===== src/rtl/core/zcd_pkg.sv =====
// Shared types and constants of the zero-crossing edge detector.
// No dependencies; every other file of the block but zcd_ram imports this package.
package zcd_pkg;

    // Default geometry and sample format
    localparam int MAX_WIDTH_DEF   = 1024;
    localparam int SAMPLE_BITS_DEF = 16;

    // Fixed field widths
    localparam int ROW_BITS      = 10;
    localparam int COL_BITS      = 10;
    localparam int GEOM_BITS     = 11;
    localparam int STR_BITS      = 17;
    localparam int CFG_ADDR_BITS = 2;
    localparam int CFG_DATA_BITS = 17;

    // Geometry limits and reset values
    localparam int GEOM_MIN    = 3;
    localparam int HEIGHT_MAX  = 1024;
    localparam int WIDTH_RST   = 640;
    localparam int HEIGHT_RST  = 480;

    localparam logic [STR_BITS-1:0] STRENGTH_MAX = 17'h1FFFF;

    // Configuration register indexes
    typedef enum logic [CFG_ADDR_BITS-1:0] {
        CFG_WIDTH     = 2'd0,
        CFG_HEIGHT    = 2'd1,
        CFG_THRESHOLD = 2'd2
    } zcd_cfg_t;

    // Position and class of the pixel an item describes
    typedef struct packed {
        logic                emit;      // item yields a result
        logic                interior;  // not on a border
        logic                last;      // last result of the frame
        logic [ROW_BITS-1:0] row;
        logic [COL_BITS-1:0] col;
    } zcd_pos_t;

endpackage


===== src/rtl/core/zcd_cross.sv =====
// Crossing strength, threshold compare and the result output register.
// Depends on zcd_pkg.
module zcd_cross
    import zcd_pkg::*;
#(
    parameter int SAMPLE_BITS = SAMPLE_BITS_DEF
) (
    input  logic                   clk,
    input  logic                   rst_n,
    input  logic                   load,
    input  zcd_pos_t               pos,
    input  logic [SAMPLE_BITS-1:0] centre,
    input  logic [SAMPLE_BITS-1:0] left,
    input  logic [SAMPLE_BITS-1:0] up,
    input  logic [SAMPLE_BITS-1:0] right,
    input  logic [SAMPLE_BITS-1:0] down,
    input  logic [STR_BITS-1:0]    threshold,
    input  logic                   out_ready,
    output logic                   out_valid,
    output logic [ROW_BITS-1:0]    out_row,
    output logic [COL_BITS-1:0]    out_col,
    output logic [STR_BITS-1:0]    out_strength,
    output logic                   out_edge,
    output logic                   out_last
);

    localparam int SB = SAMPLE_BITS;
    localparam int SW = SB + 2;
    localparam int EW = (SW > STR_BITS) ? SW : STR_BITS;

    function automatic logic [SB:0] pair_mag(logic [SB-1:0] a, logic [SB-1:0] b);
        logic [SB-1:0] ma;
        logic [SB-1:0] mb;
        ma = a[SB-1] ? (~a + SB'(1)) : a;
        mb = b[SB-1] ? (~b + SB'(1)) : b;
        if ((a != '0) && (b != '0) && (a[SB-1] != b[SB-1])) begin
            return {1'b0, ma} + {1'b0, mb};
        end
        return '0;
    endfunction

    logic [SB-1:0]       h_a;
    logic [SB-1:0]       v_a;
    logic [SW-1:0]       sum;
    logic [EW-1:0]       sum_ext;
    logic [STR_BITS-1:0] strength;

    logic                valid_reg;
    logic [ROW_BITS-1:0] row_reg;
    logic [COL_BITS-1:0] col_reg;
    logic [STR_BITS-1:0] strength_reg;
    logic                edge_reg;
    logic                last_reg;

    always_comb begin
        // a zero pixel borrows its left or upper neighbor
        h_a = (centre == '0) ? left : centre;
        v_a = (centre == '0) ? up : centre;
        sum = {1'b0, pair_mag(h_a, right)} + {1'b0, pair_mag(v_a, down)};
        sum_ext = EW'(sum);
        if (!pos.interior) begin
            strength = '0;
        end else if (sum_ext > EW'(STRENGTH_MAX)) begin
            strength = STRENGTH_MAX;
        end else begin
            strength = STR_BITS'(sum_ext);
        end
    end

    always_ff @(posedge clk) begin
        if (!rst_n) begin
            valid_reg <= 1'b0;
        end else if (load) begin
            valid_reg <= 1'b1;
        end else if (out_ready) begin
            valid_reg <= 1'b0;
        end
    end

    always_ff @(posedge clk) begin
        if (load) begin
            row_reg      <= pos.row;
            col_reg      <= pos.col;
            strength_reg <= strength;
            edge_reg     <= (strength > threshold);
            last_reg     <= pos.last;
        end
    end

    assign out_valid    = valid_reg;
    assign out_row      = row_reg;
    assign out_col      = col_reg;
    assign out_strength = strength_reg;
    assign out_edge     = edge_reg;
    assign out_last     = last_reg;

endmodule


===== config.mk =====
export PLATFORM = sky130hd
export DESIGN_NAME = zcd_cross
export DESIGN_NICKNAME = d
export VERILOG_FILES = /design/src/rtl/core/zcd_pkg.sv /design/src/rtl/core/zcd_cross.sv
export SDC_FILE = /design/constraint.sdc
export NUM_CORES = 1
export LEC_CHECK = 0
export ABC_AREA = 1
export BUFFER_PORTS_ARGS = -buffer_cell sky130_fd_sc_hd__buf_2
export CORE_MARGIN = 2
export CORE_UTILIZATION = 50
export DETAILED_ROUTE_END_ITERATION = 8
export PLACE_DENSITY = 0.79
export SKIP_CTS_REPAIR_TIMING = 1
export SLEW_MARGIN = 10
export SYNTH_ARGS = -nofsm -noshare
export SYNTH_HDL_FRONTEND = slang
export SYNTH_SLANG_ARGS = --single-unit

===== constraint.sdc =====
create_clock -name clk -period 5.9 [get_ports clk]
set_input_delay 0.59 -clock clk [delete_from_list [all_inputs] [get_ports clk]]
set_output_delay 0.59 -clock clk [all_outputs]
set_load 0.02 [all_outputs]

==> impl_metrics.json <==
{
  "netSwitchingFraction": 0.426,
  "dpl.hpwl_mm": 15.0,
  "period_share": 1.00,
  "reg2regPathDepth": 3,
  "finalPower_mw": 2.21,
  "nNetsFinal": 1498,
  "first_iter_violations": 438,
  "syn-instance-count": 968,
  "worst_slew_pin_slew_ps": 840,
  "worstPathArrival_ps": 5930,
  "drv_cap": 0,
  "hold_path_end": "out_row[4]$_DFFE_PP_",
  "power_frac_clock": 0.142,
  "hp-start": "pos[14]",
  "slowest_delay_ps": 350,
  "drive_above_1_share": 0.381,
  "pwr-share-comb": 0.687,
  "grt_pass1_vias": 7198,
  "cp-end-kind": "flop",
  "synthTopCellsByArea": "edfxtp_1 18%, ha_1 14%, nand2_1 12%, inv_1 9.3%, xor2_1 6.8%",
  "slowest_stage": "ha_1",
  "ys_warn_count": 0,
  "synthTopCellsByCount": "201 x nand2_1, 160 x inv_1, 109 x nor2_1, 70 x ha_1, 65 x nand3_1",
  "p_seq_frac": 0.170,
  "ys_types": 45,
  "vdd_drop_max_mv": 0.152,
  "initial_utilization": 0.512,
  "fin_skew_ps": 0,
  "leakagePower_nw": 4.98,
  "antenna_left": 0,
  "path_class": "primary input to flop",
  "crit_fanout": 6,
  "wirelength_mm": 19.8,
  "fillers": 877,
  "reg2reg_to": "out_valid$_SDFFE_PN0P_",
  "antenna_cells": 0,
  "grt_usage": 0.263,
  "grt_pass1_wl_mm": 30.8,
  "fin_util": 0.743,
  "core_mm2": 0.0126,
  "setup_viol": 0,
  "grt-ovfl-total": 0,
  "critPathRequiredTime_ps": 5930,
  "dpl_cell_area_mm2": 0.00863,
  "die_y_um": 117,
  "grt_setup_unrepaired": "yes",
  "syn_nets": 1165,
  "routedWlPerCell_um": 13.4,
  "finalSetupTns_ps": 0,
  "pin_count": 164,
  "whs_ps": 475,
  "cts_sinks": 40,
  "dp_cells": 1460,
  "max_slew_margin": 0.440,
  "final_cells": 1474,
  "synthArstFlopShare": 0,
  "ctsRootBufferMaster": "clkbuf_16",
  "drv_slew": 0,
  "hold_violations": 0,
  "drt_first_pass_iters": 5,
  "htreeDepth": 2,
  "cts_tree": "done",
  "vias_per_cell": 5.14,
  "ys.flop_type": "edfxtp_1",
  "die_w_um": 117,
  "syn_to_final_growth_pct": 45.2,
  "min_path_cells": 1,
  "grt_max_degree": 41,
  "cts_buffers": 5,
  "p_int_mw": 1.27,
  "avgSynthCellArea_um2": 6.65,
  "layout_setup_ws_ps": 2.39,
  "power_density_mw_per_mm2": 236,
  "design_area_mm2": 0.00934,
  "antenna_found_initial": 0,
  "hold_path.class": "primary input to flop",
  "synthDominantCellAreaShare": 0.182,
  "drc": 0,
  "portBuffers": 162,
  "power.switching_uw": 941,
  "synth_area_mm2": 0.00643,
  "post-place-ws_ps": -435,
  "path_clk_slew_ps": 60,
  "fmax_mhz": 170,
  "clk_path_buf_depth": 2,
  "r2r_start": "out_valid$_SDFFE_PN0P_",
  "vias": 7576,
  "yosysMostFrequentCell": "nand2_1",
  "ys_ff_latch": 40,
  "r2r_slack_ps": 5260,
  "dieArea_mm2": 0.0138,
  "finalCriticalPeriod_ps": 5900,
  "yosys.area.top_type": "edfxtp_1",
  "path_common_cell": "nand2_2",
  "synth-edff-count": 39,
  "rows": 41,
  "yosysSeqAreaShare": 0.185,
  "clkLatencyLatePin_ps": 290,
  "critPathLaunchType": "primary input",
  "status": "complete, no violations",
  "gp_congestion": 0.907
}
==> flip-flops by register name, indices dropped and copies added (netlist names) <==
signal / flops
out_col: 10
out_edge: 1
out_last: 1
out_row: 10
out_strength: 17
out_valid: 1
==> worst max-delay path by stage <==
stage | slack (ps) | cells after the start | start | endpoint
after CTS | -240 | 39 | centre[15] | out_edge$_DFFE_PP_
after global placement | -270 | 40 | centre[15] | out_edge$_DFFE_PP_
after global routing | -340 | 42 | centre[6] | out_edge$_DFFE_PP_
after detailed placement | -430 | 39 | centre[15] | out_edge$_DFFE_PP_
after floorplan | 50 | 41 | centre[1] | out_edge$_DFFE_PP_
final | 2 | 39 | centre[15] | out_edge$_DFFE_PP_
==> power by group through the flow <==
stage,Combinational (mW),Sequential [mW],Clock (mW)
4_1_cts,1.33,0.377,0.312
2_1_floorplan,0.718,0.436,0
5_1_grt,1.66,0.381,0.328
3_3_place_gp,1.27,0.379,0
6_report,1.52,0.377,0.315
3_5_place_dp,1.31,0.382,0
==> placed cells by master (no fill, tap or decap), types with 6 or more instances in the layout <==
cell type	instances
a21oi_1	36
o21ai_0	22
a31oi_1	6
a21oi_2	19
a21o_1	10
nand4_1	9
nor2_2	35
inv_1	158
o21ai_2	8
buf_4	175
nor4_1	6
xor2_1	49
xnor2_1	25
nor2_1	93
nand2_2	22
ha_1	56
edfxtp_1	39
o21ai_1	14
or2_2	6
nand3_2	10
a31oi_2	6
nand2_1	187
nor3_1	13
nand3_1	61
ha_4	12
buf_2	162
==> area by class of cell <==
cell class	instances	area (um2)	share of cell area
Sequential cell	40	1190	0.127
Clock inverter	3	46.3	0.00495
Timing Repair Buffer	339	2150	0.230
Multi-Input combinational cell	752	5000	0.535
Clock buffer	5	125	0.0134
Tap cell	172	215	0.0230
Inverter	163	617	0.0660
==> layer usage <==
layer | GRT usage | share of wire | vias to the layer above
met1 | 0.307 | 0.40 | 3372
met5 | 0 | 0 | -
li1 | - | - | 3827
met2 | 0.507 | 0.51 | 313
met3 | 0.0190 | 0.050 | 64
met4 | 0.0828 | 0.039 | 0
==> critical path, delay by kind of cell <==
| kind | cells | cell delay (ps) |
|---|---|---|
| fa+ha+maj | 4 | 1120 |
| compound gates | 6 | 870 |
| xor+xnor | 2 | 300 |
| buf+inv | 5 | 500 |
| simple gates | 22 | 2540 |
==> cells by family after synthesis <==
family | share of synthesized area
simple gates | 0.322
fa+ha+maj | 0.145
compound gates | 0.131
buf+inv | 0.113
flops | 0.185
xor+xnor | 0.103
No activity file was read; power rests on OpenSTA's default activity.
